--- src/hdl/psd_pkg.sv ---
// ----------------------------------------------------------------------------
// psd_pkg
// Shared types, constants and scancode set 1 lookup tables for the PS/2
// scancode decoder with its character ring.
// ----------------------------------------------------------------------------
package psd_pkg;

    // Default ring depth; the ring holds one entry less than this.
    localparam int PSD_RING_DEPTH = 128;

    // Scancode set 1 byte values.
    localparam logic [7:0] PREFIX_BYTE = 8'hE0;
    localparam logic [7:0] BREAK_BIT   = 8'h80;
    localparam logic [7:0] CODE_MASK   = 8'h7F;
    localparam logic [7:0] LSHIFT_CODE = 8'h2A;
    localparam logic [7:0] RSHIFT_CODE = 8'h36;
    localparam logic [7:0] UP_CODE     = 8'h48;
    localparam logic [7:0] DOWN_CODE   = 8'h50;
    localparam logic [7:0] LEFT_CODE   = 8'h4B;
    localparam logic [7:0] RIGHT_CODE  = 8'h4D;

    // Item operation codes.
    localparam logic OP_SCAN = 1'b0;
    localparam logic OP_READ = 1'b1;

    // Configuration register indexes.
    localparam logic [7:0] CFG_ARROW_UP    = 8'd0;
    localparam logic [7:0] CFG_ARROW_DOWN  = 8'd1;
    localparam logic [7:0] CFG_ARROW_LEFT  = 8'd2;
    localparam logic [7:0] CFG_ARROW_RIGHT = 8'd3;

    // Configuration register reset values.
    localparam logic [7:0] ARROW_UP_RST    = 8'd128;
    localparam logic [7:0] ARROW_DOWN_RST  = 8'd129;
    localparam logic [7:0] ARROW_LEFT_RST  = 8'd130;
    localparam logic [7:0] ARROW_RIGHT_RST = 8'd131;

    // Input item.
    typedef struct packed {
        logic       op;
        logic [7:0] scan_byte;
    } psd_in_t;

    // Result item.
    typedef struct packed {
        logic [7:0] read_char;
        logic       queued;
        logic       dropped;
        logic [6:0] fill_level;
    } psd_out_t;

    // Per-item status handed from the control unit to the result stage.
    typedef struct packed {
        logic       rd_hit;
        logic       queued;
        logic       dropped;
        logic [6:0] fill_level;
    } psd_stage_t;

    // Unshifted scancode to ASCII table.
    function automatic logic [7:0] rom_plain(input logic [6:0] code);
        logic [7:0] ch;
        case (code)
            7'd1:    ch = 8'h1B;
            7'd2:    ch = 8'h31;
            7'd3:    ch = 8'h32;
            7'd4:    ch = 8'h33;
            7'd5:    ch = 8'h34;
            7'd6:    ch = 8'h35;
            7'd7:    ch = 8'h36;
            7'd8:    ch = 8'h37;
            7'd9:    ch = 8'h38;
            7'd10:   ch = 8'h39;
            7'd11:   ch = 8'h30;
            7'd12:   ch = 8'h2D;
            7'd13:   ch = 8'h3D;
            7'd14:   ch = 8'h08;
            7'd15:   ch = 8'h09;
            7'd16:   ch = 8'h71;
            7'd17:   ch = 8'h77;
            7'd18:   ch = 8'h65;
            7'd19:   ch = 8'h72;
            7'd20:   ch = 8'h74;
            7'd21:   ch = 8'h79;
            7'd22:   ch = 8'h75;
            7'd23:   ch = 8'h69;
            7'd24:   ch = 8'h6F;
            7'd25:   ch = 8'h70;
            7'd26:   ch = 8'h5B;
            7'd27:   ch = 8'h5D;
            7'd28:   ch = 8'h0A;
            7'd30:   ch = 8'h61;
            7'd31:   ch = 8'h73;
            7'd32:   ch = 8'h64;
            7'd33:   ch = 8'h66;
            7'd34:   ch = 8'h67;
            7'd35:   ch = 8'h68;
            7'd36:   ch = 8'h6A;
            7'd37:   ch = 8'h6B;
            7'd38:   ch = 8'h6C;
            7'd39:   ch = 8'h3B;
            7'd40:   ch = 8'h27;
            7'd41:   ch = 8'h60;
            7'd43:   ch = 8'h5C;
            7'd44:   ch = 8'h7A;
            7'd45:   ch = 8'h78;
            7'd46:   ch = 8'h63;
            7'd47:   ch = 8'h76;
            7'd48:   ch = 8'h62;
            7'd49:   ch = 8'h6E;
            7'd50:   ch = 8'h6D;
            7'd51:   ch = 8'h2C;
            7'd52:   ch = 8'h2E;
            7'd53:   ch = 8'h2F;
            7'd55:   ch = 8'h2A;
            7'd57:   ch = 8'h20;
            default: ch = 8'h00;
        endcase
        return ch;
    endfunction

    // Shifted scancode to ASCII table.
    function automatic logic [7:0] rom_shifted(input logic [6:0] code);
        logic [7:0] ch;
        case (code)
            7'd1:    ch = 8'h1B;
            7'd2:    ch = 8'h21;
            7'd3:    ch = 8'h40;
            7'd4:    ch = 8'h23;
            7'd5:    ch = 8'h24;
            7'd6:    ch = 8'h25;
            7'd7:    ch = 8'h5E;
            7'd8:    ch = 8'h26;
            7'd9:    ch = 8'h2A;
            7'd10:   ch = 8'h28;
            7'd11:   ch = 8'h29;
            7'd12:   ch = 8'h5F;
            7'd13:   ch = 8'h2B;
            7'd14:   ch = 8'h08;
            7'd15:   ch = 8'h09;
            7'd16:   ch = 8'h51;
            7'd17:   ch = 8'h57;
            7'd18:   ch = 8'h45;
            7'd19:   ch = 8'h52;
            7'd20:   ch = 8'h54;
            7'd21:   ch = 8'h59;
            7'd22:   ch = 8'h55;
            7'd23:   ch = 8'h49;
            7'd24:   ch = 8'h4F;
            7'd25:   ch = 8'h50;
            7'd26:   ch = 8'h7B;
            7'd27:   ch = 8'h7D;
            7'd28:   ch = 8'h0A;
            7'd30:   ch = 8'h41;
            7'd31:   ch = 8'h53;
            7'd32:   ch = 8'h44;
            7'd33:   ch = 8'h46;
            7'd34:   ch = 8'h47;
            7'd35:   ch = 8'h48;
            7'd36:   ch = 8'h4A;
            7'd37:   ch = 8'h4B;
            7'd38:   ch = 8'h4C;
            7'd39:   ch = 8'h3A;
            7'd40:   ch = 8'h22;
            7'd41:   ch = 8'h7E;
            7'd43:   ch = 8'h7C;
            7'd44:   ch = 8'h5A;
            7'd45:   ch = 8'h58;
            7'd46:   ch = 8'h43;
            7'd47:   ch = 8'h56;
            7'd48:   ch = 8'h42;
            7'd49:   ch = 8'h4E;
            7'd50:   ch = 8'h4D;
            7'd51:   ch = 8'h3C;
            7'd52:   ch = 8'h3E;
            7'd53:   ch = 8'h3F;
            7'd55:   ch = 8'h2A;
            7'd57:   ch = 8'h20;
            default: ch = 8'h00;
        endcase
        return ch;
    endfunction

endpackage

--- src/hdl/psd_ring_mem.sv ---
// ----------------------------------------------------------------------------
// psd_ring_mem
// Character ring storage: one write port and one read port, with the read
// data registered.
// ----------------------------------------------------------------------------
module psd_ring_mem
    import psd_pkg::*;
#(
    parameter int DEPTH  = PSD_RING_DEPTH,
    parameter int ADDR_W = $clog2(DEPTH)
) (
    input  logic              aclk,
    input  logic              wr_en,
    input  logic [ADDR_W-1:0] wr_addr,
    input  logic [7:0]        wr_data,
    input  logic              rd_en,
    input  logic [ADDR_W-1:0] rd_addr,
    output logic [7:0]        rd_data
);

    logic [7:0] mem [DEPTH];
    logic [7:0] rd_data_reg;

    // Write port.
    always_ff @(posedge aclk) begin
        if (wr_en) begin
            mem[wr_addr] <= wr_data;
        end
    end

    // Registered read port; the data holds until the next read.
    always_ff @(posedge aclk) begin
        if (rd_en) begin
            rd_data_reg <= mem[rd_addr];
        end
    end

    assign rd_data = rd_data_reg;

endmodule

--- src/hdl/psd_ctrl.sv ---
// ----------------------------------------------------------------------------
// psd_ctrl
// Scancode decoder and ring control: shift and prefix flags, arrow code
// registers, ring pointers, and the memory accesses for each accepted item.
// ----------------------------------------------------------------------------
module psd_ctrl
    import psd_pkg::*;
#(
    parameter int RING_DEPTH = PSD_RING_DEPTH,
    parameter int PTR_W      = $clog2(RING_DEPTH)
) (
    input  logic             aclk,
    input  logic             aresetn,
    input  logic             accept,
    input  psd_in_t          in_item,
    input  logic             cfg_wr,
    input  logic [7:0]       cfg_index,
    input  logic [7:0]       cfg_data,
    output logic             mem_wr_en,
    output logic [PTR_W-1:0] mem_wr_addr,
    output logic [7:0]       mem_wr_data,
    output logic             mem_rd_en,
    output logic [PTR_W-1:0] mem_rd_addr,
    output psd_stage_t       stage_info
);

    localparam int CNT_W = (PTR_W > 7) ? PTR_W : 7;

    logic             shift_reg, shift_next;
    logic             prefix_reg, prefix_next;
    logic [PTR_W-1:0] wp_reg, wp_next;
    logic [PTR_W-1:0] rp_reg, rp_next;
    logic [7:0]       up_reg, down_reg, left_reg, right_reg;

    logic [7:0]       sc;
    logic [7:0]       ch;
    logic             have;
    logic             push;
    logic             drop;
    logic             rd_hit;
    logic [PTR_W-1:0] wp_inc;
    logic [PTR_W-1:0] cnt;
    logic [CNT_W-1:0] cnt_ext;

    function automatic logic [PTR_W-1:0] ptr_inc(input logic [PTR_W-1:0] p);
        logic [PTR_W-1:0] r;
        if (p == PTR_W'(RING_DEPTH - 1)) begin
            r = '0;
        end else begin
            r = p + 1'b1;
        end
        return r;
    endfunction

    assign sc     = in_item.scan_byte;
    assign wp_inc = ptr_inc(wp_reg);

    // Decode the item and work out the next flags and pointers.
    always_comb begin
        shift_next  = shift_reg;
        prefix_next = prefix_reg;
        ch          = 8'h00;
        have        = 1'b0;
        rd_hit      = 1'b0;
        rp_next     = rp_reg;
        if (in_item.op == OP_READ) begin
            if (rp_reg != wp_reg) begin
                rd_hit  = 1'b1;
                rp_next = ptr_inc(rp_reg);
            end
        end else if (sc == PREFIX_BYTE) begin
            prefix_next = 1'b1;
        end else if (prefix_reg) begin
            // Extended code: only arrow make codes produce a character.
            prefix_next = 1'b0;
            if ((sc & BREAK_BIT) == 8'h00) begin
                case (sc)
                    UP_CODE: begin
                        ch   = up_reg;
                        have = 1'b1;
                    end
                    DOWN_CODE: begin
                        ch   = down_reg;
                        have = 1'b1;
                    end
                    LEFT_CODE: begin
                        ch   = left_reg;
                        have = 1'b1;
                    end
                    RIGHT_CODE: begin
                        ch   = right_reg;
                        have = 1'b1;
                    end
                    default: begin
                        have = 1'b0;
                    end
                endcase
            end
        end else if ((sc & BREAK_BIT) != 8'h00) begin
            if ((sc & CODE_MASK) == LSHIFT_CODE || (sc & CODE_MASK) == RSHIFT_CODE) begin
                shift_next = 1'b0;
            end
        end else if (sc == LSHIFT_CODE || sc == RSHIFT_CODE) begin
            shift_next = 1'b1;
        end else begin
            ch   = shift_reg ? rom_shifted(sc[6:0]) : rom_plain(sc[6:0]);
            have = (ch != 8'h00);
        end
    end

    // Ring push: a full ring drops the character.
    assign push    = have && (wp_inc != rp_reg);
    assign drop    = have && (wp_inc == rp_reg);
    assign wp_next = push ? wp_inc : wp_reg;

    // Fill level after this item, saturated to the field width.
    assign cnt     = (wp_next - rp_next) + ((wp_next < rp_next) ? PTR_W'(RING_DEPTH) : '0);
    assign cnt_ext = CNT_W'(cnt);

    always_comb begin
        stage_info.rd_hit     = rd_hit;
        stage_info.queued     = push;
        stage_info.dropped    = drop;
        stage_info.fill_level = (cnt_ext > CNT_W'(127)) ? 7'd127 : cnt_ext[6:0];
    end

    // Memory accesses for the accepted item.
    assign mem_wr_en   = accept && push;
    assign mem_wr_addr = wp_reg;
    assign mem_wr_data = ch;
    assign mem_rd_en   = accept && rd_hit;
    assign mem_rd_addr = rp_reg;

    // Flags and pointers.
    always_ff @(posedge aclk) begin
        if (!aresetn) begin
            shift_reg  <= 1'b0;
            prefix_reg <= 1'b0;
            wp_reg     <= '0;
            rp_reg     <= '0;
        end else if (accept) begin
            shift_reg  <= shift_next;
            prefix_reg <= prefix_next;
            wp_reg     <= wp_next;
            rp_reg     <= rp_next;
        end
    end

    // Arrow code registers; unknown indexes are ignored.
    always_ff @(posedge aclk) begin
        if (!aresetn) begin
            up_reg    <= ARROW_UP_RST;
            down_reg  <= ARROW_DOWN_RST;
            left_reg  <= ARROW_LEFT_RST;
            right_reg <= ARROW_RIGHT_RST;
        end else if (cfg_wr) begin
            case (cfg_index)
                CFG_ARROW_UP:    up_reg    <= cfg_data;
                CFG_ARROW_DOWN:  down_reg  <= cfg_data;
                CFG_ARROW_LEFT:  left_reg  <= cfg_data;
                CFG_ARROW_RIGHT: right_reg <= cfg_data;
                default: begin
                end
            endcase
        end
    end

endmodule

--- src/hdl/ps2_scancode_decoder_fifo_top.sv ---
// ----------------------------------------------------------------------------
// ps2_scancode_decoder_fifo_top
// PS/2 scancode set 1 decoder with a character ring.
// ----------------------------------------------------------------------------
// Usage:
//   The s_ channel takes one item per handshake: either a scancode byte
//   (op = 0) or a request to read the oldest queued character (op = 1).
//   The m_ channel returns exactly one result item for every input item,
//   in order. The cfg_ channel writes the four arrow key codes by index;
//   it is always ready and should be used while the block is idle.
//   The block accepts one item per cycle while s_ready is high: decode,
//   pointer update and the ring memory access happen in the accept cycle,
//   the memory read data and the item status then sit in the middle stage,
//   and the result then sits in the output register. The single memory read
//   port and registered read data set this two-stage pipeline.
//   When the receiver stalls, the output register holds its item; the
//   middle stage keeps one more, and s_ready drops only when both are full.
//   Reset clears the flags, pointers, pipeline valids and the arrow codes
//   to their defaults. The ring contents are not cleared; the pointers
//   alone mark which entries are live, so no clearing pass is needed.
// ----------------------------------------------------------------------------
module ps2_scancode_decoder_fifo_top
    import psd_pkg::*;
#(
    parameter int RING_DEPTH = PSD_RING_DEPTH
) (
    input  logic       aclk,
    input  logic       aresetn,
    input  logic       s_valid,
    output logic       s_ready,
    input  psd_in_t    s_item,
    output logic       m_valid,
    input  logic       m_ready,
    output psd_out_t   m_item,
    input  logic       cfg_valid,
    output logic       cfg_ready,
    input  logic [7:0] cfg_index,
    input  logic [7:0] cfg_data
);

    localparam int PTR_W = $clog2(RING_DEPTH);

    logic             accept;
    logic             advance;
    logic             mem_wr_en;
    logic [PTR_W-1:0] mem_wr_addr;
    logic [7:0]       mem_wr_data;
    logic             mem_rd_en;
    logic [PTR_W-1:0] mem_rd_addr;
    logic [7:0]       mem_rd_data;
    psd_stage_t       stage_info;

    logic             s1_valid_reg;
    psd_stage_t       s1_info_reg;
    logic             m_valid_reg;
    psd_out_t         m_item_reg;

    // Handshakes.
    assign advance   = !m_valid_reg || m_ready;
    assign s_ready   = !s1_valid_reg || advance;
    assign accept    = s_valid && s_ready;
    assign cfg_ready = 1'b1;

    psd_ctrl #(
        .RING_DEPTH (RING_DEPTH),
        .PTR_W      (PTR_W)
    ) u_ctrl (
        .aclk        (aclk),
        .aresetn     (aresetn),
        .accept      (accept),
        .in_item     (s_item),
        .cfg_wr      (cfg_valid && cfg_ready),
        .cfg_index   (cfg_index),
        .cfg_data    (cfg_data),
        .mem_wr_en   (mem_wr_en),
        .mem_wr_addr (mem_wr_addr),
        .mem_wr_data (mem_wr_data),
        .mem_rd_en   (mem_rd_en),
        .mem_rd_addr (mem_rd_addr),
        .stage_info  (stage_info)
    );

    psd_ring_mem #(
        .DEPTH  (RING_DEPTH),
        .ADDR_W (PTR_W)
    ) u_ring (
        .aclk    (aclk),
        .wr_en   (mem_wr_en),
        .wr_addr (mem_wr_addr),
        .wr_data (mem_wr_data),
        .rd_en   (mem_rd_en),
        .rd_addr (mem_rd_addr),
        .rd_data (mem_rd_data)
    );

    // Middle stage: waits for the ring read data.
    always_ff @(posedge aclk) begin
        if (!aresetn) begin
            s1_valid_reg <= 1'b0;
        end else if (s_ready) begin
            s1_valid_reg <= accept;
        end
    end

    always_ff @(posedge aclk) begin
        if (accept) begin
            s1_info_reg <= stage_info;
        end
    end

    // Output register.
    always_ff @(posedge aclk) begin
        if (!aresetn) begin
            m_valid_reg <= 1'b0;
        end else if (advance) begin
            m_valid_reg <= s1_valid_reg;
        end
    end

    always_ff @(posedge aclk) begin
        if (advance && s1_valid_reg) begin
            m_item_reg.read_char  <= s1_info_reg.rd_hit ? mem_rd_data : 8'h00;
            m_item_reg.queued     <= s1_info_reg.queued;
            m_item_reg.dropped    <= s1_info_reg.dropped;
            m_item_reg.fill_level <= s1_info_reg.fill_level;
        end
    end

    assign m_valid = m_valid_reg;
    assign m_item  = m_item_reg;

endmodule

--- config.mk ---
export PLATFORM = sky130hd
export DESIGN_NAME = ps2_scancode_decoder_fifo_top
export DESIGN_NICKNAME = d
export VERILOG_FILES = /design/src/hdl/psd_pkg.sv /design/src/hdl/psd_ring_mem.sv /design/src/hdl/psd_ctrl.sv /design/src/hdl/ps2_scancode_decoder_fifo_top.sv
export SDC_FILE = /design/constraint.sdc
export NUM_CORES = 1
export LEC_CHECK = 0
export BUFFER_PORTS_ARGS = -buffer_cell sky130_fd_sc_hd__buf_2
export CAP_MARGIN = 20
export CORE_UTILIZATION = 29
export CTS_CLUSTER_DIAMETER = 200
export DETAILED_ROUTE_END_ITERATION = 8
export GPL_TIMING_DRIVEN = 0
export PLACE_DENSITY = 0.53
export SYNTH_ARGS = -nofsm -noshare
export SYNTH_HDL_FRONTEND = slang
export SYNTH_HIERARCHICAL = 1
export SYNTH_SLANG_ARGS = --single-unit
--- constraint.sdc ---
create_clock -name aclk -period 16.1 [get_ports aclk]
set_input_delay 2.415 -clock aclk [delete_from_list [all_inputs] [get_ports aclk]]
set_output_delay 2.415 -clock aclk [all_outputs]
set_load 0.02 [all_outputs]
==> impl_metrics.csv, run 1 <==
group,metric,value,unit
run_status,status,"finished, final reports clean",
timing,finalSetupViolCount,0,
floorplanning,dieArea,157000,µm²
synth,synth-edff-count,1059,
synth,ys_ff_latch,1109,
floorplanning,row_count,144,
flow_run,cap_viol_max_count,0,
synth,synth_top_cells_by_area,"edfxtp_1 (71%), mux4_2 (17%), dfxtp_1 (2.2%)",
global_route,grt_max_degree,45,
synth,ys_seq_area_share,72.9,%
clock_tree,clock-sinks,1109,
timing,worst_pin_slew,1100,ps
timing,finalCritPeriodShare,51.6,%
timing,report.final.slew_viol_count,0,
timing,finalSetupTns,0,ps
global_route,grt_overflow,0,
worst_setup_path,critPathMostFrequentCell,"buf_2",
clock_tree,cts_tree,"done",
global_route,grt_pass1_vias,23466,
synth,synth_top_area_share,70.7,%
clock_tree,clk_latency,740,ps
floorplanning,die_width,396,µm
synth,synth_area,45000,µm²
worst_setup_path,start_kind,"input pin",
clock_tree,cts_buffers,114,
worst_setup_path,cp-end-kind,"flip-flop",
floorplanning,start_util,29.2,%
drt,drtAntennaViolNets,0,
worst_setup_path,crit_chain,"buf_2, clkbuf_1, inv_1, ha_1, buf_2, nor3b_2, nor3b_4, o41ai_4, o21bai_4, or3_1, buf_2, nor2_2, clkbuf_1, nor2b_1, nand2_1, clkbuf_2, nor2_1",
floorplanning,core-area,154000,µm²
synth,ys.flop_type,"edfxtp_1",
final_layout,final_nets,2489,
clock_tree,cts_root_buf,"clkbuf_16",
drt,avgRoutedWirePerCell,26.1,µm
global_route,antenna_found_initial,4,
global_route,grt_util_all_layers,15.2,%
floorplanning,dieHeight,396,µm
synth,synth_top_area_cell,"edfxtp_1",
clock_tree,postCtsHoldBufs,0,
timing,skew,27.2,ps
final_layout,area_growth,16.6,%
worst_setup_path,required,16440,ps
timing,rsz0062_at_grt,"no",
power,irDropWorstVdd,88.1,µV
clock_tree,path_clk_slew,60,ps
placed_design,place_ws,7040,ps
worst_setup_path,arrival,8660,ps
timing,fin_ws,7790,ps
power,switchingPower,0.00126,W
placed_design,io_buffers,47,
worst_setup_path,crit_type,"in -> reg",
clock_tree,h-tree-depth,3,
final_layout,largest_reg_flops,1024,
power,leakage,14.8,nW
placed_design,routabilityCongestion,0.858,
power,p_clk_share,44.1,%
worst_setup_path,cp_slowest_stage_delay,890,ps
global_route,grt_pass1_wl,171,mm
power,swShare,20.8,%
timing,min_period,8310,ps
drt,wl,120,mm
timing,slew_headroom,26.4,%
power,seqPwrFrac,51.9,%
synth,synthesis.nets,2281,
drt,num_vias,22894,
floorplanning,ios,50,
synth,async_flop_share,0,%
synth,syn_inst,2228,
synth,yosys_warnings,6,
drt,drtIter0Drc,2353,
power,combPwrFrac,4.0,%
timing,max_freq,120,MHz
clock_tree,cts_setup_buffers,0,
power,p_int,0.00480,W
synth,synth.avg_cell_area,20.2,µm²
drt,firstDrtPassIters,6,
drt,via_per_inst,5.00,
final_layout,drive_above_1_share,27.2,%
placed_design,hpwl,83.8,mm
timing,final_hold_viol_count,0,
synth,synth_cell_type_count,75,
worst_setup_path,worst_path_max_delay_cell,"nor2_1",
clock_tree,cts_buffer_depth,3,
drt,drc,0,
min_path,hp-class,"reg -> reg",
power,p_per_area,116,nW/µm²
clock_tree,cts_resized,0,
worst_setup_path,crit_path_max_fanout,11,
-- logic make-up (layout without fill, tap and decap cells) --
kind of cell               after synthesis  count (layout)  share of synthesized area (%)
muxes                                  394             394                           18.2
xor gates and xnor gates                26              26                          0.506
and+or+nand+nor                        404             404                           4.35
buffers and inverters                  153             451                           1.52
adders and majority gates               23              23                          0.657
AOI/OAI and AO/OA                      118             118                           1.84
DFF                                   1109            1109                           72.9
other                                    1               6                        0.00834
-- final cells by class --
cell class,instances,area [µm²]
clock buffers,135,2950
well taps,2044,2560
fillers,14406,102000
flip-flops and latches,1109,32800
inverters,17,63.8
plain buffers,136,624
repair buffers,92,1010
diodes,5,12.5
multi-input cells,966,11600
clock inverters,71,823
-- metal layers --
metal,vias up,wire length [µm],GRT usage [%]
met3,164,8520,3.31
met4,0,2630,3.67
met1,12307,50200,20.4
met5,-,0,0
li1,9597,-,-
met2,826,58200,24.9
-- power groups by stage --
| stage | clock network [W] | registers (W) | logic [W] |
|---|---|---|---|
| CTS | 0.00273 | 0.00315 | 0.000245 |
| detailed placement | 0 | 0.00321 | 0.000244 |
| global placement | 0 | 0.00322 | 0.000231 |
| finish | 0.00267 | 0.00315 | 0.000243 |
| global route | 0.00283 | 0.00315 | 0.000259 |
| floorplan | 0 | 0.00322 | 0.000149 |
-- cell usage after synthesis (7+ instances only) --
master    instances
buf_4            16
mux2i_1          44
clkbuf_1         66
buf_1            21
a21oi_1          30
nor2_1          176
dfxtp_1          50
mux2_2           13
nor3_1           19
nor2b_1          19
nor4_1            9
and2_1           14
xnor2_1          11
mux4_2          337
a222oi_1          8
and3_1            8
o21ai_0          20
buf_2            32
edfxtp_1       1059
nand2b_1         18
inv_1            17
nand2_1          72
nand3_1          22
xor2_1           15
nand3b_1          8
nor3b_1           7
ha_1             22
a31oi_1          10
-- final timing paths --
kind | from | to | slack (ps) | cells past startpoint
worst max-delay path | s_item[1] | u_ring/mem[108][4]$_DFFE_PP_ | 7790 | 17
worst min-delay path | s1_info_reg[3]$_DFFE_PP_ | m_item[3]$_DFFE_PP_ | 420 | 0
worst max register to register | u_ctrl/mem_wr_addr[3]$_SDFFE_PN0P_ | u_ring/mem[108][4]$_DFFE_PP_ | 10070 | 14
worst min register to register | s1_info_reg[3]$_DFFE_PP_ | m_item[3]$_DFFE_PP_ | 420 | 0
-- cell usage in the layout, fill, tap and decap left out, types with 15 or more instances in the layout --
master        n
edfxtp_1   1059
mux4_2      337
nor2_1      169
clkbuf_16   115
buf_2        85
clkbuf_1     81
nand2_1      72
dfxtp_1      50
mux2i_1      44
a21oi_1      30
clkinv_1     27
nand3_1      22
ha_1         22
buf_1        21
o21ai_0      20
nor2b_1      19
buf_4        18
nand2b_1     18
inv_1        17
nor3_1       17
bufinv_16    16
clkinv_2     15
xor2_1       15
-- per-stage QoR --
stage          util (%)  cells  power (W)  hold WS, ps  cell area (µm²)
6_report           34.0   4575    0.00607          418            52400
5_1_grt            34.0   4571    0.00624          425            52400
3_5_place_dp       31.5   4361    0.00346          405            48600
2_1_floorplan         -   2228    0.00337          400            45000
3_3_place_gp       31.0   4319    0.00345          405            47800
4_1_cts            34.0   4567    0.00612          419            52400
-- critical path, delay by kind of cell --
| kind | cells | cell delay [ps] |
|---|---|---|
| and+or+nand+nor | 7 | 3290 |
| buffers and inverters | 7 | 2290 |
| AOI/OAI and AO/OA | 2 | 420 |
| adders and majority gates | 1 | 220 |
No activity file was read; power rests on OpenSTA's default activity.
==> run 2: changes to the inputs <==
--- a/config.mk
+++ b/config.mk
@@ -11,7 +11,7 @@
 export CTS_CLUSTER_DIAMETER = 200
 export DETAILED_ROUTE_END_ITERATION = 8
 export GPL_TIMING_DRIVEN = 0
-export PLACE_DENSITY = 0.53
+export PLACE_DENSITY = 0.54
 export SYNTH_ARGS = -nofsm -noshare
 export SYNTH_HDL_FRONTEND = slang
 export SYNTH_HIERARCHICAL = 1
==> constraint.sdc (replaced) <==
create_clock -name aclk -period 6.7 [get_ports aclk]
set_input_delay 1.005 -clock aclk [delete_from_list [all_inputs] [get_ports aclk]]
set_output_delay 1.005 -clock aclk [all_outputs]
set_load 0.02 [all_outputs]
==> impl_metrics.csv, run 2 (synthesis gave the netlist of run 1 again) <==
group,metric,value,unit
run_status,status,"finished with violations",
run_status,violations,"negative setup slack",
placed_design,hpwl,83.1,mm
clock_tree,h-tree-depth,3,
timing,max_freq,148,MHz
clock_tree,clk_latency,730,ps
final_layout,area_growth,16.6,%
final_layout,nFillCells,14317,
drt,wl,118,mm
power,irDropWorstVdd,232,µV
placed_design,routabilityCongestion,0.874,
worst_setup_path,required,7030,ps
floorplanning,die_width,396,µm
worst_setup_path,start_kind,"input pin",
drt,drtAntennaViolNets,0,
power,leakage,14.9,nW
floorplanning,row_count,144,
clock_tree,clock-sinks,1109,
power,p_per_area,273,nW/µm²
timing,slew_headroom,21.1,%
global_route,grt_util_all_layers,15.0,%
final_layout,antenna_cells,0,
final_layout,layout_commonest_cell,"edfxtp_1",
timing,finalSetupViolCount,31,
placed_design,dpl-instance-area,48600,µm²
timing,rsz0062_at_grt,"yes",
global_route,grt_overflow,0,
global_route,antenna_found_initial,5,
final_layout,drive_above_1_share,29.4,%
global_route,grt_max_degree,45,
floorplanning,start_util,29.2,%
timing,report.final.slew_viol_count,0,
timing,whs,420,ps
floorplanning,core-area,154000,µm²
clock_tree,path_clk_slew,60,ps
final_layout,largest_reg_flops,1024,
timing,finalCritPeriodShare,101,%
drt,via_per_inst,5.02,
flow_run,cap_viol_max_count,0,
floorplanning,dieHeight,396,µm
worst_setup_path,crit_path_max_fanout,11,
drt,drc,0,
floorplanning,ios,50,
timing,min_period,6740,ps
drt,avgRoutedWirePerCell,25.8,µm
drt,num_vias,22940,
final_layout,fin_util,34.0,%
placed_design,place_ws,-744,ps
worst_setup_path,cp-end-kind,"flip-flop",
clock_tree,cts_buffer_depth,3,
timing,final_hold_viol_count,0,
global_route,grt_pass1_wl,169,mm
clock_tree,cts_tree,"done",
worst_setup_path,crit_type,"in -> reg",
worst_setup_path,arrival,7070,ps
floorplanning,dieArea,157000,µm²
timing,skew,37.2,ps
timing,worst_pin_slew,1180,ps
clock_tree,cts_buffers,112,
final_layout,layout_common_cells,"edfxtp_1 (1059), mux4_2 (337), nor2_1 (115)",
min_path,hp-class,"reg -> reg",
drt,drtIter0Drc,2696,
final_layout,final_cell_area,52400,µm²
final_layout,final_nets,2491,
placed_design,io_buffers,47,
timing,finalSetupTns,-575,ps
drt,firstDrtPassIters,6,
timing,fin_ws,-38.2,ps
clock_tree,postCtsHoldBufs,0,
global_route,grt_pass1_vias,23396,
clock_tree,cts_root_buf,"clkbuf_16",
## run 2: changes by cell type in the layout (fill, tap and decap cells not counted), moves of 3 or more
cell       delta
clkinv_2      +3
buf_16        -3
inv_6         +3
bufinv_16     -5
buf_4         +3
buf_12        +5
diode_2       -5
nor2_1       -54
nor2_2       +52
## run 2: layer usage
| metal | global-route usage (%) | up-vias | wire (µm) |
|---|---|---|---|
| met1 | 19.8 | 12239 | 49000 |
| met3 | 3.11 | 173 | 8150 |
| met2 | 25.1 | 918 | 58200 |
| met4 | 3.61 | 2 | 2760 |
| li1 | - | 9608 | - |
| met5 | 0 | - | 13 |
## run 2: final timing paths
check	from	endpoint	slack, ps	cells past startpoint
hold / removal	s1_info_reg[6]$_DFFE_PP_	m_item[6]$_DFFE_PP_	420	0
setup / recovery	s_item[1]	u_ring/mem[56][2]$_DFFE_PP_	-40	17
setup reg to reg	u_ctrl/mem_wr_addr[3]$_SDFFE_PN0P_	u_ring/mem[56][2]$_DFFE_PP_	880	14
hold reg to reg	s1_info_reg[6]$_DFFE_PP_	m_item[6]$_DFFE_PP_	420	0
## run 2: what timing repair did
item | CTS | global route
buffers inserted | 0 | 3
setup endpoints to repair | 22 | 495
resized for setup | 2 | 55
## run 2: per-stage QoR
| stage | power [W] | instances |
|---|---|---|
| 3_3_place_gp | 0.00829 | 4319 |
| 5_1_grt | 0.0147 | 4574 |
| 4_1_cts | 0.0145 | 4569 |
| 6_report | 0.0143 | 4574 |
| 2_1_floorplan | 0.00809 | 2228 |
| 3_5_place_dp | 0.00830 | 4363 |
## run 2: critical path, stage by stage
cell and delay (ps):
buf_2 170, clkbuf_1 250, inv_1 400, ha_1 220, buf_2 270, nor3b_2 270
nor3b_4 580, o41ai_4 220, o21bai_4 280, or3_1 320, buf_2 160, nor2_2 440
clkbuf_1 320, nor2b_1 300, nand2_1 430, clkbuf_2 610, nor2_1 800
## run 2: layout make-up
class	instances	area [µm²]	share of cell area, %
Clock inverter	71	693	1.32
Buffer	136	623	1.19
Tap cell	2044	2560	4.88
Multi-Input combinational cell	966	11700	22.4
Timing Repair Buffer	96	1040	1.98
Sequential cell	1109	32800	62.6
Clock buffer	135	2930	5.59
Inverter	17	63.8	0.122
## run 2: power breakdown
part	leakage, nW	internal (W)	switching (W)	total, W
Sequential	9.23	0.00756	0.0000101	0.00757
Combinational	3.86	0.000229	0.000352	0.000581
Clock	1.76	0.00354	0.00262	0.00616
Total	14.9	0.0113	0.00298	0.0143
==> run 3: changes to the inputs <==
--- a/config.mk
+++ b/config.mk
@@ -11,7 +11,7 @@
 export CTS_CLUSTER_DIAMETER = 200
 export DETAILED_ROUTE_END_ITERATION = 8
 export GPL_TIMING_DRIVEN = 0
-export PLACE_DENSITY = 0.54
+export PLACE_DENSITY = 0.53
 export SYNTH_ARGS = -nofsm -noshare
 export SYNTH_HDL_FRONTEND = slang
 export SYNTH_HIERARCHICAL = 1
==> constraint.sdc (replaced) <==
create_clock -name aclk -period 6.5 [get_ports aclk]
set_input_delay 1.3 -clock aclk [delete_from_list [all_inputs] [get_ports aclk]]
set_output_delay 1.3 -clock aclk [all_outputs]
set_load 0.02 [all_outputs]
==> impl_metrics.csv, run 3 (synthesis gave the netlist of run 1 again) <==
group,metric,value,unit
global_route,grt_max_degree,45,
worst_setup_path,required,6840,ps
floorplanning,ios,50,
floorplanning,dieArea,157000,µm²
timing,min_period,6360,ps
floorplanning,start_util,29.2,%
global_route,grt_pass1_wl,171,mm
drt,num_vias,23076,
timing,finalCritPeriodShare,97.9,%
global_route,grt_pass1_vias,23533,
timing,worst_pin_slew,1090,ps
worst_setup_path,arrival,6700,ps
global_route,grt_util_all_layers,15.1,%
timing,slew_headroom,26.9,%
worst_setup_path,start_kind,"input pin",
drt,drc,0,
floorplanning,core-area,154000,µm²
drt,drtIter0Drc,2314,
final_layout,largest_reg_flops,1024,
power,p_int,0.0117,W
power,power,0.0148,W
clock_tree,cts_tree,"done",
placed_design,io_buffers,47,
timing,report.final.slew_viol_count,0,
worst_setup_path,ff2ff_setup_slack,960,ps
floorplanning,dieHeight,396,µm
final_layout,area_growth,17.1,%
placed_design,hpwl,83.7,mm
drt,via_per_inst,5.04,
min_path,hp-class,"reg -> reg",
clock_tree,clock-sinks,1109,
run_status,status,"finished, final reports clean",
timing,rsz0062_at_grt,"no",
floorplanning,row_count,144,
final_layout,finalNonFillerCells,4583,
timing,max_freq,157,MHz
power,p_clk_share,43.0,%
power,switchingPower,0.00309,W
power,p_per_area,280,nW/µm²
clock_tree,clk_latency,730,ps
final_layout,final_nets,2495,
drt,wl,119,mm
floorplanning,die_width,396,µm
placed_design,routabilityCongestion,0.862,
clock_tree,path_clk_slew,60,ps
power,irDropWorstVdd,227,µV
worst_setup_path,cp-end-kind,"flip-flop",
timing,skew,46.9,ps
worst_setup_path,crit_path_max_fanout,15,
timing,final_hold_viol_count,0,
drt,avgRoutedWirePerCell,26.1,µm
power,combPwrFrac,4.1,%
drt,drtAntennaViolNets,0,
clock_tree,cts_root_buf,"clkbuf_16",
power,swShare,21.0,%
clock_tree,cts_buffers,114,
power,seqPwrFrac,52.9,%
clock_tree,cts_buffer_depth,3,
drt,firstDrtPassIters,6,
clock_tree,h-tree-depth,3,
global_route,antenna_found_initial,3,
final_layout,drive_above_1_share,30.5,%
placed_design,dp_cells,4362,
worst_setup_path,crit_type,"in -> reg",
flow_run,cap_viol_max_count,0,
final_layout,layout_common_cells,"edfxtp_1 (1059), mux4_2 (337), clkbuf_16 (115)",
global_route,grt_overflow,0,
power,leakage,14.9,nW
final_layout,layout_commonest_cell,"edfxtp_1",
timing,finalSetupViolCount,0,
[run 3: cell count changes in the layout (fill, tap and decap cells not counted), sizes merged]
cell / change
clkbuf: +15
diode: +2
clkinvlp: -4
buf: +2
bufinv: -3
inv: -3
[run 3: power by group through the flow]
stage / logic, W / registers (W) / clock network (W)
2_1_floorplan: 0.000372 / 0.00796 / 0
3_3_place_gp: 0.000573 / 0.00797 / 0
3_5_place_dp: 0.000607 / 0.00796 / 0
4_1_cts: 0.000611 / 0.00780 / 0.00649
5_1_grt: 0.000647 / 0.00780 / 0.00673
6_report: 0.000606 / 0.00780 / 0.00634
[run 3: cell type report]
| class | instances | area [µm²] |
|---|---|---|
| inverter | 17 | 63.8 |
| multi-input combinational | 966 | 11900 |
| antenna | 2 | 5.00 |
| fill | 14350 | 101000 |
| timing repair buffer | 99 | 1070 |
| tap | 2044 | 2560 |
| clock buffer | 150 | 3060 |
| clock inverter | 61 | 564 |
| sequential | 1109 | 32800 |
| buffer | 135 | 652 |
[run 3: metal layers]
metal  vias up  track usage, %  share of wire, %
li1       9640               -                 -
met1     12399            20.2                42
met2       866            25.3                49
met3       169            2.76               6.1
met4         2            4.09               2.5
met5         -               0             0.017
[run 3: critical path: stages]
cell and delay (ps):
buf_2 220, inv_1 380, ha_1 420, nand2_1 140, nor4_4 640, o41ai_4 190, o21bai_4 260, or3_1 310
buf_2 170, nor2_2 430, clkbuf_1 390, nand3_1 500, clkbuf_2 670, nor2_2 610
[run 3: final timing paths]
check	from	to	depth (start not counted)
worst min-delay path	s1_info_reg[3]$_DFFE_PP_	m_item[3]$_DFFE_PP_	0
worst min register to register	s1_info_reg[3]$_DFFE_PP_	m_item[3]$_DFFE_PP_	0
worst max register to register	u_ctrl/mem_wr_addr[0]$_SDFFE_PN0P_	u_ring/mem[19][3]$_DFFE_PP_	13
worst max-delay path	s_item[1]	u_ring/mem[19][3]$_DFFE_PP_	14
[run 3: per-stage QoR]
| step | hold WS (ps) | util (%) | setup TNS (ps) | cell area [µm²] | setup WS, ps |
|---|---|---|---|---|---|
| floorplan | 400 | - | 0 | 45000 | 15.8 |
| global placement | 402 | 31.0 | -3653870 | 47800 | -4730 |
| detailed placement | 405 | 31.6 | -981040 | 48600 | -1360 |
| CTS | 418 | 34.1 | 0 | 52600 | 21.9 |
| global route | 426 | 34.2 | 0 | 52700 | 66.7 |
| finish | 417 | 34.2 | 0 | 52700 | 137 |
[run 3: repair_timing]
action,in CTS,in global routing
setup endpoints to repair,679,147
hold buffers,0,0
buffers inserted,4,0
resized for setup,109,4
